[config.mk]
export PLATFORM = sky130hd
export DESIGN_NAME = debounced_interlock_controller_flat
export DESIGN_NICKNAME = d
export VERILOG_FILES = /design/src/sv/dic_pkg.sv /design/src/sv/dic_ifs.sv /design/src/sv/debounced_interlock_controller.sv /design/src/flat_wrapper.sv
export SDC_FILE = /design/constraint.sdc
export NUM_CORES = 1
export LEC_CHECK = 0
export ABC_AREA = 0
export BUFFER_PORTS_ARGS = -buffer_cell sky130_fd_sc_hd__buf_4
export CELL_PAD_IN_SITES_DETAIL_PLACEMENT = 0
export CELL_PAD_IN_SITES_GLOBAL_PLACEMENT = 1
export CORE_MARGIN = 1.5
export CORE_UTILIZATION = 48
export DETAILED_ROUTE_END_ITERATION = 7
export PLACE_DENSITY = 0.9
export SETUP_SLACK_MARGIN = 0.02
export SLEW_MARGIN = 5
export SYNTH_ARGS = -nofsm -noshare
export SYNTH_HDL_FRONTEND = slang
export SYNTH_SLANG_ARGS = --single-unit
[constraint.sdc]
create_clock -name clk -period 7.75 [get_ports clk]
set_clock_uncertainty 0.15 [all_clocks]
set_input_delay 1.55 -clock clk [delete_from_list [all_inputs] [get_ports clk]]
set_output_delay 1.55 -clock clk [all_outputs]
set_load 0.02 [all_outputs]
[src/sv/dic_pkg.sv]
package dic_pkg;

  localparam int unsigned CFG_ADDR_W = 5;
  localparam int unsigned CFG_DATA_W = 32;

  // Register indexes (byte address = 4 * index)
  localparam logic [2:0] REG_HI_LIMIT   = 3'd0;
  localparam logic [2:0] REG_OPEN_LEVEL = 3'd1;
  localparam logic [2:0] REG_BTN_DEB    = 3'd2;
  localparam logic [2:0] REG_FLOW_DEB   = 3'd3;
  localparam logic [2:0] REG_HEAT_DEB   = 3'd4;
  localparam logic [2:0] REG_FAST_FLASH = 3'd5;
  localparam logic [2:0] REG_SLOW_FLASH = 3'd6;

  localparam logic [9:0]  HI_LIMIT_RST   = 10'd450;
  localparam logic [9:0]  OPEN_LEVEL_RST = 10'd900;
  localparam logic [15:0] BTN_DEB_RST    = 16'd50;
  localparam logic [15:0] FLOW_DEB_RST   = 16'd500;
  localparam logic [15:0] HEAT_DEB_RST   = 16'd500;
  localparam logic [15:0] FAST_FLASH_RST = 16'd250;
  localparam logic [15:0] SLOW_FLASH_RST = 16'd1000;

  localparam logic [1:0] FAULT_NONE    = 2'd0;
  localparam logic [1:0] FAULT_NO_FLOW = 2'd1;
  localparam logic [1:0] FAULT_LOCKED  = 2'd2;

  typedef struct packed {
    logic        stable;
    logic        prev;
    logic [31:0] stamp;
    logic        changed;
  } deb_t;

  typedef struct packed {
    logic        led;
    logic [31:0] stamp;
  } flash_t;

  // Level debouncer: restamp on a raw edge, adopt the raw level once it has held long enough.
  function automatic deb_t debounce(input logic raw, input logic stable, input logic prev,
                                    input logic [31:0] stamp, input logic [31:0] now,
                                    input logic [15:0] hold);
    deb_t r;
    r.prev    = raw;
    r.stamp   = (raw != prev) ? now : stamp;
    r.stable  = stable;
    r.changed = 1'b0;
    if (((now - r.stamp) > {16'd0, hold}) && (raw != stable)) begin
      r.stable  = raw;
      r.changed = 1'b1;
    end
    return r;
  endfunction

  function automatic flash_t flash(input logic led, input logic [31:0] stamp,
                                   input logic [31:0] now, input logic [15:0] period);
    flash_t r;
    r.led   = led;
    r.stamp = stamp;
    if ((now - stamp) > {16'd0, period}) begin
      r.led   = ~led;
      r.stamp = now;
    end
    return r;
  endfunction

endpackage

[src/sv/dic_ifs.sv]
interface dic_in_if;
  logic        valid;
  logic        ready;
  logic [31:0] now_ms;
  logic        light_button;
  logic        jets_button;
  logic        heat_level;
  logic        flow_level;
  logic [9:0]  limit_sample;

  modport source (output valid, output now_ms, output light_button, output jets_button,
                  output heat_level, output flow_level, output limit_sample, input ready);
  modport sink   (input valid, input now_ms, input light_button, input jets_button,
                  input heat_level, input flow_level, input limit_sample, output ready);
endinterface

interface dic_out_if;
  logic       valid;
  logic       ready;
  logic       light_drive;
  logic       jets_drive;
  logic       heat_drive;
  logic       status_light;
  logic       lockout_flag;
  logic [1:0] fault_code;

  modport source (output valid, output light_drive, output jets_drive, output heat_drive,
                  output status_light, output lockout_flag, output fault_code, input ready);
  modport sink   (input valid, input light_drive, input jets_drive, input heat_drive,
                  input status_light, input lockout_flag, input fault_code, output ready);
endinterface

[src/sv/debounced_interlock_controller.sv]
// Channel   Role    Handshake       Payload
// in_if     sink    valid/ready     now_ms, four raw levels, limit_sample
// out_if    source  valid/ready     three drive pins, status_light, lockout_flag, fault_code
// cfg_*     slave   APB write/read  seven registers at byte address 4*index
//
// From input transaction to result: input register, then the control pass
// (debounce, flash and limit compares) into the result register.
// One transaction per cycle unless out_if stalls; the pass state loads with the result.
// A stalled output holds the result; the input register fills behind it, then in_if.ready drops.
// rst_n (synchronous) restores register defaults and the controller state.
module debounced_interlock_controller import dic_pkg::*; (
  input  logic                  clk,
  input  logic                  rst_n,
  dic_in_if.sink                in_if,
  dic_out_if.source             out_if,
  input  logic                  cfg_psel,
  input  logic                  cfg_penable,
  input  logic                  cfg_pwrite,
  input  logic [CFG_ADDR_W-1:0] cfg_paddr,
  input  logic [CFG_DATA_W-1:0] cfg_pwdata,
  output logic [CFG_DATA_W-1:0] cfg_prdata,
  output logic                  cfg_pready
);

  // configuration registers
  logic [9:0]  hi_limit_r, open_level_r;
  logic [15:0] btn_deb_r, flow_deb_r, heat_deb_r, fast_flash_r, slow_flash_r;
  logic [2:0]  cfg_idx;
  logic        cfg_wr;

  assign cfg_pready = 1'b1;
  assign cfg_idx    = cfg_paddr[4:2];
  assign cfg_wr     = cfg_psel && cfg_penable && cfg_pwrite;

  always_ff @(posedge clk) begin
    if (!rst_n) begin
      hi_limit_r   <= HI_LIMIT_RST;
      open_level_r <= OPEN_LEVEL_RST;
      btn_deb_r    <= BTN_DEB_RST;
      flow_deb_r   <= FLOW_DEB_RST;
      heat_deb_r   <= HEAT_DEB_RST;
      fast_flash_r <= FAST_FLASH_RST;
      slow_flash_r <= SLOW_FLASH_RST;
    end else if (cfg_wr) begin
      case (cfg_idx)
        REG_HI_LIMIT:   hi_limit_r   <= cfg_pwdata[9:0];
        REG_OPEN_LEVEL: open_level_r <= cfg_pwdata[9:0];
        REG_BTN_DEB:    btn_deb_r    <= cfg_pwdata[15:0];
        REG_FLOW_DEB:   flow_deb_r   <= cfg_pwdata[15:0];
        REG_HEAT_DEB:   heat_deb_r   <= cfg_pwdata[15:0];
        REG_FAST_FLASH: fast_flash_r <= cfg_pwdata[15:0];
        REG_SLOW_FLASH: slow_flash_r <= cfg_pwdata[15:0];
        default: ;
      endcase
    end
  end

  always_comb begin
    case (cfg_idx)
      REG_HI_LIMIT:   cfg_prdata = {22'd0, hi_limit_r};
      REG_OPEN_LEVEL: cfg_prdata = {22'd0, open_level_r};
      REG_BTN_DEB:    cfg_prdata = {16'd0, btn_deb_r};
      REG_FLOW_DEB:   cfg_prdata = {16'd0, flow_deb_r};
      REG_HEAT_DEB:   cfg_prdata = {16'd0, heat_deb_r};
      REG_FAST_FLASH: cfg_prdata = {16'd0, fast_flash_r};
      REG_SLOW_FLASH: cfg_prdata = {16'd0, slow_flash_r};
      default:        cfg_prdata = '0;
    endcase
  end

  // input register
  logic        in_v_r;
  logic [31:0] now_r;
  logic        light_raw_r, jets_raw_r, heat_raw_r, flow_raw_r;
  logic [9:0]  sample_r;
  logic        advance;

  logic        out_v_r;

  assign advance     = in_v_r && (!out_v_r || out_if.ready);
  assign in_if.ready = !in_v_r || advance;

  always_ff @(posedge clk) begin
    if (!rst_n) begin
      in_v_r <= 1'b0;
    end else if (in_if.ready) begin
      in_v_r <= in_if.valid;
    end
  end

  always_ff @(posedge clk) begin
    if (in_if.ready && in_if.valid) begin
      now_r       <= in_if.now_ms;
      light_raw_r <= in_if.light_button;
      jets_raw_r  <= in_if.jets_button;
      heat_raw_r  <= in_if.heat_level;
      flow_raw_r  <= in_if.flow_level;
      sample_r    <= in_if.limit_sample;
    end
  end

  // controller state
  logic        lockout_r, lockout_nxt;
  logic        light_tog_r, light_tog_nxt;
  logic        jets_tog_r, jets_tog_nxt;
  deb_t        light_deb_r, light_deb_nxt;
  deb_t        jets_deb_r, jets_deb_nxt;
  deb_t        flow_deb_st_r, flow_deb_st_nxt;
  deb_t        heat_deb_st_r, heat_deb_st_nxt;
  logic [31:0] flash_stamp_r, flash_stamp_nxt;
  logic [3:0]  pins_r, pins_nxt;   // {led, heat, jets, light}
  logic [1:0]  fault;

  logic [10:0] temp;
  logic        limit_trip;
  deb_t        flow_d, heat_d, jets_d, light_d;
  flash_t      fl;

  assign temp       = {1'b0, open_level_r} - {1'b0, sample_r};
  assign limit_trip = temp[10] || (temp[9:0] > hi_limit_r);

  always_comb begin
    lockout_nxt     = lockout_r;
    light_tog_nxt   = light_tog_r;
    jets_tog_nxt    = jets_tog_r;
    light_deb_nxt   = light_deb_r;
    jets_deb_nxt    = jets_deb_r;
    flow_deb_st_nxt = flow_deb_st_r;
    heat_deb_st_nxt = heat_deb_st_r;
    flash_stamp_nxt = flash_stamp_r;
    pins_nxt        = pins_r;
    fault           = FAULT_LOCKED;

    flow_d  = debounce(flow_raw_r, flow_deb_st_r.stable, flow_deb_st_r.prev,
                       flow_deb_st_r.stamp, now_r, flow_deb_r);
    heat_d  = debounce(heat_raw_r, heat_deb_st_r.stable, heat_deb_st_r.prev,
                       heat_deb_st_r.stamp, now_r, heat_deb_r);
    jets_d  = debounce(jets_raw_r, jets_deb_r.stable, jets_deb_r.prev,
                       jets_deb_r.stamp, now_r, btn_deb_r);
    light_d = debounce(light_raw_r, light_deb_r.stable, light_deb_r.prev,
                       light_deb_r.stamp, now_r, btn_deb_r);
    fl      = flash(pins_r[3], flash_stamp_r, now_r, lockout_r ? slow_flash_r : fast_flash_r);

    if (lockout_r) begin
      pins_nxt        = {fl.led, 3'b111};
      flash_stamp_nxt = fl.stamp;
    end else if (limit_trip) begin
      // latching pass: pins hold
      lockout_nxt = 1'b1;
    end else begin
      flow_deb_st_nxt = flow_d;
      if (flow_d.stable) begin
        jets_tog_nxt           = 1'b1;
        heat_deb_st_nxt.stable = 1'b1;
        fault                  = FAULT_NO_FLOW;
      end else begin
        heat_deb_st_nxt = heat_d;
        jets_deb_nxt    = jets_d;
        jets_tog_nxt    = jets_tog_r ^ (jets_d.changed && !jets_d.stable);
        fault           = FAULT_NONE;
      end
      light_deb_nxt = light_d;
      light_tog_nxt = light_tog_r ^ (light_d.changed && !light_d.stable);
      pins_nxt[0]   = light_tog_nxt;
      pins_nxt[1]   = jets_tog_nxt;
      pins_nxt[2]   = heat_deb_st_nxt.stable;
      if (fault == FAULT_NO_FLOW) begin
        pins_nxt[3]     = fl.led;
        flash_stamp_nxt = fl.stamp;
      end else begin
        pins_nxt[3] = 1'b1;
      end
    end
  end

  always_ff @(posedge clk) begin
    if (!rst_n) begin
      lockout_r     <= 1'b0;
      light_tog_r   <= 1'b1;
      jets_tog_r    <= 1'b1;
      light_deb_r   <= '{stable: 1'b1, prev: 1'b1, stamp: 32'd0, changed: 1'b0};
      jets_deb_r    <= '{stable: 1'b1, prev: 1'b1, stamp: 32'd0, changed: 1'b0};
      flow_deb_st_r <= '{stable: 1'b1, prev: 1'b1, stamp: 32'd0, changed: 1'b0};
      heat_deb_st_r <= '{stable: 1'b1, prev: 1'b1, stamp: 32'd0, changed: 1'b0};
      flash_stamp_r <= 32'd0;
      pins_r        <= 4'b0111;
    end else if (advance) begin
      lockout_r     <= lockout_nxt;
      light_tog_r   <= light_tog_nxt;
      jets_tog_r    <= jets_tog_nxt;
      light_deb_r   <= light_deb_nxt;
      jets_deb_r    <= jets_deb_nxt;
      flow_deb_st_r <= flow_deb_st_nxt;
      heat_deb_st_r <= heat_deb_st_nxt;
      flash_stamp_r <= flash_stamp_nxt;
      pins_r        <= pins_nxt;
    end
  end

  // result register
  logic [3:0] out_pins_r;
  logic       out_lock_r;
  logic [1:0] out_fault_r;

  always_ff @(posedge clk) begin
    if (!rst_n) begin
      out_v_r <= 1'b0;
    end else if (advance) begin
      out_v_r <= 1'b1;
    end else if (out_if.ready) begin
      out_v_r <= 1'b0;
    end
  end

  always_ff @(posedge clk) begin
    if (advance) begin
      out_pins_r  <= pins_nxt;
      out_lock_r  <= lockout_nxt;
      out_fault_r <= fault;
    end
  end

  assign out_if.valid        = out_v_r;
  assign out_if.light_drive  = out_pins_r[0];
  assign out_if.jets_drive   = out_pins_r[1];
  assign out_if.heat_drive   = out_pins_r[2];
  assign out_if.status_light = out_pins_r[3];
  assign out_if.lockout_flag = out_lock_r;
  assign out_if.fault_code   = out_fault_r;

endmodule

[src/flat_wrapper.sv]
// flat-port wrapper written by rule: the top's interface ports become plain ports
module debounced_interlock_controller_flat import dic_pkg::*;
  (clk, rst_n, cfg_psel, cfg_penable, cfg_pwrite, cfg_paddr, cfg_pwdata, cfg_prdata, cfg_pready, in_if_valid, in_if_now_ms, in_if_light_button, in_if_jets_button, in_if_heat_level, in_if_flow_level, in_if_limit_sample, in_if_ready, out_if_valid, out_if_light_drive, out_if_jets_drive, out_if_heat_drive, out_if_status_light, out_if_lockout_flag, out_if_fault_code, out_if_ready);
  dic_in_if in_if_i ();
  dic_out_if out_if_i ();
  input  logic clk;
  input  logic rst_n;
  input  logic cfg_psel;
  input  logic cfg_penable;
  input  logic cfg_pwrite;
  input  logic [CFG_ADDR_W-1:0] cfg_paddr;
  input  logic [CFG_DATA_W-1:0] cfg_pwdata;
  output logic [CFG_DATA_W-1:0] cfg_prdata;
  output logic cfg_pready;
  input wire logic [$bits(in_if_i.valid)-1:0] in_if_valid;
  input wire logic [$bits(in_if_i.now_ms)-1:0] in_if_now_ms;
  input wire logic [$bits(in_if_i.light_button)-1:0] in_if_light_button;
  input wire logic [$bits(in_if_i.jets_button)-1:0] in_if_jets_button;
  input wire logic [$bits(in_if_i.heat_level)-1:0] in_if_heat_level;
  input wire logic [$bits(in_if_i.flow_level)-1:0] in_if_flow_level;
  input wire logic [$bits(in_if_i.limit_sample)-1:0] in_if_limit_sample;
  output wire logic [$bits(in_if_i.ready)-1:0] in_if_ready;
  output wire logic [$bits(out_if_i.valid)-1:0] out_if_valid;
  output wire logic [$bits(out_if_i.light_drive)-1:0] out_if_light_drive;
  output wire logic [$bits(out_if_i.jets_drive)-1:0] out_if_jets_drive;
  output wire logic [$bits(out_if_i.heat_drive)-1:0] out_if_heat_drive;
  output wire logic [$bits(out_if_i.status_light)-1:0] out_if_status_light;
  output wire logic [$bits(out_if_i.lockout_flag)-1:0] out_if_lockout_flag;
  output wire logic [$bits(out_if_i.fault_code)-1:0] out_if_fault_code;
  input wire logic [$bits(out_if_i.ready)-1:0] out_if_ready;
  assign in_if_i.valid = in_if_valid;
  assign in_if_i.now_ms = in_if_now_ms;
  assign in_if_i.light_button = in_if_light_button;
  assign in_if_i.jets_button = in_if_jets_button;
  assign in_if_i.heat_level = in_if_heat_level;
  assign in_if_i.flow_level = in_if_flow_level;
  assign in_if_i.limit_sample = in_if_limit_sample;
  assign in_if_ready = in_if_i.ready;
  assign out_if_valid = out_if_i.valid;
  assign out_if_light_drive = out_if_i.light_drive;
  assign out_if_jets_drive = out_if_i.jets_drive;
  assign out_if_heat_drive = out_if_i.heat_drive;
  assign out_if_status_light = out_if_i.status_light;
  assign out_if_lockout_flag = out_if_i.lockout_flag;
  assign out_if_fault_code = out_if_i.fault_code;
  assign out_if_i.ready = out_if_ready;
  debounced_interlock_controller u_core (.clk(clk), .rst_n(rst_n), .in_if(in_if_i), .out_if(out_if_i), .cfg_psel(cfg_psel), .cfg_penable(cfg_penable), .cfg_pwrite(cfg_pwrite), .cfg_paddr(cfg_paddr), .cfg_pwdata(cfg_pwdata), .cfg_prdata(cfg_prdata), .cfg_pready(cfg_pready));
endmodule
==> results.cfg, run 1 <==
[run_status]
outcome = complete, no violations

[floorplanning]
io_pins = 132
start_util = 0.488
num_rows = 85
dieArea_sq_um = 56300
core_sq_um = 54000
die_h_um = 237
dieWidth_um = 237

[flow_run]
drv_cap = 0

[timing]
rsz0062_at_grt = no
relSlewSlack = 0.106
layout_setup_ws_ps = 651
fin_setup_tns_ps = 0
finalHoldViolCount = 0
worst_pin_slew_ps = 1340
slew_violations = 0
finalCriticalPeriod_ps = 7100
finalSetupViolations = 0
min_period_over_period = 0.916
max_freq_mhz = 141

[cts]
cts_resized = 0
numCtsBuffers = 40
cts_tree = yes
postCtsSetupBuffers = 0
clock_latency_ps = 600
cts_root_buf = clkbuf_16
cts.sinks = 330
holdBufCountCts = 0
path_clk_slew_ps = 60
htreeDepth = 2
cts_max_path_buffers = 3

[worst_hold_path]
hold_class = flop to flop

[synthesis]
synth-seq-cells = 330
netlist_area_sq_um = 26400
synth_cell_types = 92
yosys-top-cells-count = 443 x nand2_1, 290 x nor2_1, 277 x dfxtp_1, 267 x a21oi_1, 243 x ha_1
yosysWarnings = 0
yosysMostFrequentCell = nand2_1
yosysTopAreaCell = dfxtp_1
ys_seq_area_frac = 0.271
synthTopCellsByArea = dfxtp_1 21%, ha_1 12%, mux2i_1 7.3%
yosysTopAreaCellShare = 0.210
syn_inst = 3307
syn_area_per_cell_sq_um = 7.97
synth_ff_type = dfxtp_1
synthArstFlopShare = 0
synth-edff-count = 53

[critical_path]
cpPeakStageDelay_ps = 660
cp_max_fo = 44
endpoint_kind = flop
cp.arrival_ps = 7430
slowest_stage = and3_4
critPathRequiredTime_ps = 8080
worstSetupPathType = flop to flop
startpoint_type = flop

[cells_and_area]
syn_to_final_growth_pct = 10.2
drive_above_1_share = 0.0794
multi_input_comb_area_sq_um = 18000
fin_nets = 3669
finalNonFillerCells = 4057
fill_cells = 5072
diodes = 0
register_area_sq_um = 7140

[routing]
totalWireLength_um = 87900
dr.pass1.iters = 6
viasPerCell = 6.23
wl_per_cell_um = 21.7
vias = 25300
remaining_drc_errors = 0
first_iter_violations = 2221
antenna_left = 0

[placed_design]
pre_cts_ws_ps = 734
dp_cells = 3985
dp_hpwl_um = 65600
place_congestion = 0.980
place.port_buffers = 96

[grt]
grt_overflow = 0
antenna_found_initial = 2
grt_max_degree = 115
grt_pass1_wl_um = 135000
grt_pass1_vias = 23800
grtUsageTotal = 0.305

[pwr]
power_frac_comb = 0.332
pwr-share-clk = 0.342
ir_drop_mv = 0.160
cellPowerDensity_nw_per_um2 = 197
sw_frac_of_total = 0.360
net-switching-power_w = 0.00206
p_int_w = 0.00366
p_leak_nw = 11.3
pwr-share-seq = 0.326
==> worst paths after layout <==
check	start	slack (ps)	depth (start not counted)	endpoint
worst max register to register	u_core.flow_raw_r	650	25	u_core.jets_deb_r[22]
worst max-delay path	u_core.flow_raw_r	650	25	u_core.jets_deb_r[22]
worst min register to register	u_core.light_deb_r[1]	310	2	u_core.light_deb_r[1]
worst min-delay path	u_core.light_deb_r[1]	310	2	u_core.light_deb_r[1]
==> metal layers <==
metal | share of wire | vias up | track usage
li1 | - | 12100 | -
met1 | 0.43 | 12100 | 0.399
met2 | 0.46 | 865 | 0.504
met3 | 0.069 | 170 | 0.0478
met4 | 0.040 | 2 | 0.117
met5 | 0.00015 | - | 0
==> cell type report <==
cell class / instances / area share
sequential: 330 / 0.246
timing repair buffer: 145 / 0.0384
clock buffer: 53 / 0.0393
inverter: 158 / 0.0206
clock inverter: 19 / 0.00733
tap: 696 / 0.0300
multi-input combinational: 2656 / 0.619
==> sequential cells by signal, indices dropped and copies added, names as in the netlist, 4 cells and up <==
name,flops
u_core.open_level_r,10
u_core.now_r,32
u_core.flow_deb_st_r,34
u_core.out_pins_r,4
u_core.flow_deb_r,16
u_core.slow_flash_r,16
u_core.heat_deb_st_r,34
u_core.pins_r,4
u_core.btn_deb_r,16
u_core.hi_limit_r,10
u_core.fast_flash_r,16
u_core.flash_stamp_r,32
u_core.light_deb_r,34
u_core.heat_deb_r,16
u_core.jets_deb_r,34
u_core.sample_r,10
==> power groups by stage <==
stage               Sequential [W]  Combinational (W)  Clock, W
CTS                        0.00186            0.00187   0.00198
detailed placement         0.00190            0.00185         0
finish                     0.00187            0.00190   0.00195
global route               0.00187            0.00208   0.00206
global placement           0.00190            0.00182         0
floorplan                  0.00188            0.00137         0
==> logic make-up after synthesis <==
logic type	count (synthesis)	share of synthesized area
other	2	0.000285
and+or+nand+nor	1123	0.197
adders and majority gates	254	0.121
muxes	206	0.0802
DFF	330	0.271
buffers and inverters	336	0.0525
AOI/OAI and AO/OA	930	0.236
xor gates and xnor gates	126	0.0419
==> layout by cell type, fill, tap and decap left out, drive strengths merged, types with 51 or more instances in the layout <==
master,Yosys,layout
buf,52,145
mux2i,192,192
nand3,73,73
nand4,52,52
a21o,65,65
nor2,290,290
ha,243,243
xnor2,71,71
o21ai,128,128
a21oi,267,267
edfxtp,53,53
nand2,444,444
o21a,51,51
a211oi,134,134
xor2,55,55
clkbuf,126,53
o211ai,60,60
inv,158,160
dfxtp,277,277
==> per-stage QoR <==
stage           util  total power [W]  hold slack [ps]  cell area [sq um]
6_report       0.537          0.00572              306              29000
5_1_grt        0.537          0.00601              322              29000
4_1_cts        0.537          0.00571              305              29000
3_5_place_dp   0.512          0.00376              297              27700
3_3_place_gp   0.512          0.00372              291              27700
2_1_floorplan      -          0.00325              285              26400
==> worst max-delay path, delay by kind of cell, from the launching register on <==
| kind | cells | cell delay, ps |
|---|---|---|
| AOI/OAI and AO/OA | 10 | 2690 |
| xor gates and xnor gates | 2 | 680 |
| adders and majority gates | 3 | 910 |
| buffers and inverters | 2 | 320 |
| DFF | 1 | 440 |
| and+or+nand+nor | 8 | 1770 |
(Power assumes the default switching activity.)
==> run 2: changes to the inputs <==
==> constraint.sdc (replaced) <==
create_clock -name clk -period 7.75 [get_ports clk]
set_clock_uncertainty 0.15 [all_clocks]
set_input_delay 1.1625 -clock clk [delete_from_list [all_inputs] [get_ports clk]]
set_output_delay 1.1625 -clock clk [all_outputs]
set_load 0.02 [all_outputs]
==> results.cfg, run 2 (synthesis gave the netlist of run 1 again) <==
[run_status]
outcome = complete, no violations

[timing]
rsz0062_at_grt = no
layout_setup_ws_ps = 578
min_period_over_period = 0.925
slew_violations = 0
finalHoldViolCount = 0
relSlewSlack = 0.121
fin_setup_tns_ps = 0
worst_pin_slew_ps = 1310
finalSetupViolations = 0
max_freq_mhz = 139
whs_ps = 307
finalCriticalPeriod_ps = 7170

[grt]
grt_pass1_vias = 24000
grt_overflow = 0
grt_pass1_wl_um = 134000
grtUsageTotal = 0.301
grt_max_degree = 119
antenna_found_initial = 1

[pwr]
p_leak_nw = 11.3
ir_drop_mv = 0.161
pwr-share-seq = 0.326
cellPowerDensity_nw_per_um2 = 197
net-switching-power_w = 0.00205
fin_total_pwr_w = 0.00571
power_frac_comb = 0.334
sw_frac_of_total = 0.359
p_int_w = 0.00366
pwr-share-clk = 0.340

[floorplanning]
num_rows = 85
io_pins = 132
start_util = 0.488
core_sq_um = 54000
dieWidth_um = 237
die_h_um = 237
dieArea_sq_um = 56300

[cts]
holdBufCountCts = 0
cts_resized = 0
cts_tree = yes
cts_max_path_buffers = 3
postCtsSetupBuffers = 0
htreeDepth = 2
clock_latency_ps = 610
cts_root_buf = clkbuf_16
cts.sinks = 330
path_clk_slew_ps = 60
numCtsBuffers = 41

[placed_design]
place.port_buffers = 96
pre_cts_ws_ps = 742
dp_hpwl_um = 64600
dp_cells = 3987
place_congestion = 0.977

[critical_path]
r2r_slack_ps = 580
critPathRequiredTime_ps = 8080
r2r-start = u_core.flow_raw_r
cp_max_fo = 49
ff2ff_path_depth = 24
startpoint_type = flop
crit-reg2reg-capture = u_core.heat_deb_st_r[26]
endpoint_kind = flop
cp.arrival_ps = 7500
worstSetupPathType = flop to flop

[cells_and_area]
layout_common_cells = 443 x nand2_1, 289 x nor2_1, 277 x dfxtp_1
finalNonFillerCells = 4062
fin_nets = 3672
diodes = 0
drive_above_1_share = 0.0808
fill_cells = 5095
layout_commonest_cell = nand2_1
syn_to_final_growth_pct = 10.2

[routing]
totalWireLength_um = 86900
remaining_drc_errors = 0
antenna_left = 0
viasPerCell = 6.23
vias = 25300
dr.pass1.iters = 6
first_iter_violations = 2436
wl_per_cell_um = 21.4

[flow_run]
drv_cap = 0

[worst_hold_path]
hold_class = flop to flop
hold_depth = 2
worstHoldStart = u_core.light_deb_r[1]
holdPathEnd = u_core.light_deb_r[1]
==> run 2: critical path, cell delays in order, from the launching register on <==
cell       delay, ps
edfxtp_1         440
xnor2_2          460
buf_4            520
nor2_1            90
a21oi_1          200
ha_1             360
a21oi_1          170
o21ai_0          130
a41oi_1          400
o21ai_0          270
a21oi_1          210
xnor2_1          160
ha_1             270
and3_1           200
nand3_1          120
o21ai_0           90
nor3_1           270
o211ai_1         210
a2111oi_4        360
nand4_2          180
o21ai_1          410
and3_4           670
buf_4            300
nor2_1            60
a211oi_1         250
==> run 2: metrics by stage <==
stage                     area [sq um]   util
after floorplan                  26400      -
after global placement           27700  0.512
after detailed placement         27700  0.512
after CTS                        29000  0.538
after global routing             29000  0.538
final                            29000  0.538
==> run 2: layout make-up <==
type	instances	area, sq um	area share
inverters	158	598	0.0206
well taps	696	871	0.0300
clock buffers	55	1150	0.0395
multi-input cells	2656	18000	0.618
repair buffers	147	1120	0.0384
clock inverters	20	215	0.00741
flip-flops and latches	330	7140	0.246
==> run 2: layer usage <==
metal,share of wire,track usage
met2,0.46,0.503
met5,0.00018,0
met3,0.070,0.0467
met1,0.43,0.390
met4,0.041,0.119
==> run 2: worst max-delay path by stage <==
stage	from	slack [ps]	end	depth (start not counted)
final	u_core.flow_raw_r	580	u_core.heat_deb_st_r[26]	24
after global routing	u_core.flow_raw_r	120	u_core.jets_deb_r[20]	24
after CTS	u_core.flow_raw_r	680	u_core.heat_deb_st_r[26]	24
after detailed placement	u_core.flow_raw_r	740	u_core.heat_deb_st_r[26]	24
after global placement	u_core.flow_raw_r	880	u_core.heat_deb_st_r[13]	24
after floorplan	u_core.flow_raw_r	1500	u_core.flash_stamp_r[1]	27
==> run 2: power groups by stage <==
stage / registers [W] / clock network (W) / logic (W)
2_1_floorplan: 0.00188 / 0 / 0.00137
3_3_place_gp: 0.00189 / 0 / 0.00182
3_5_place_dp: 0.00190 / 0 / 0.00186
4_1_cts: 0.00186 / 0.00198 / 0.00188
5_1_grt: 0.00186 / 0.00203 / 0.00209
6_report: 0.00186 / 0.00194 / 0.00191
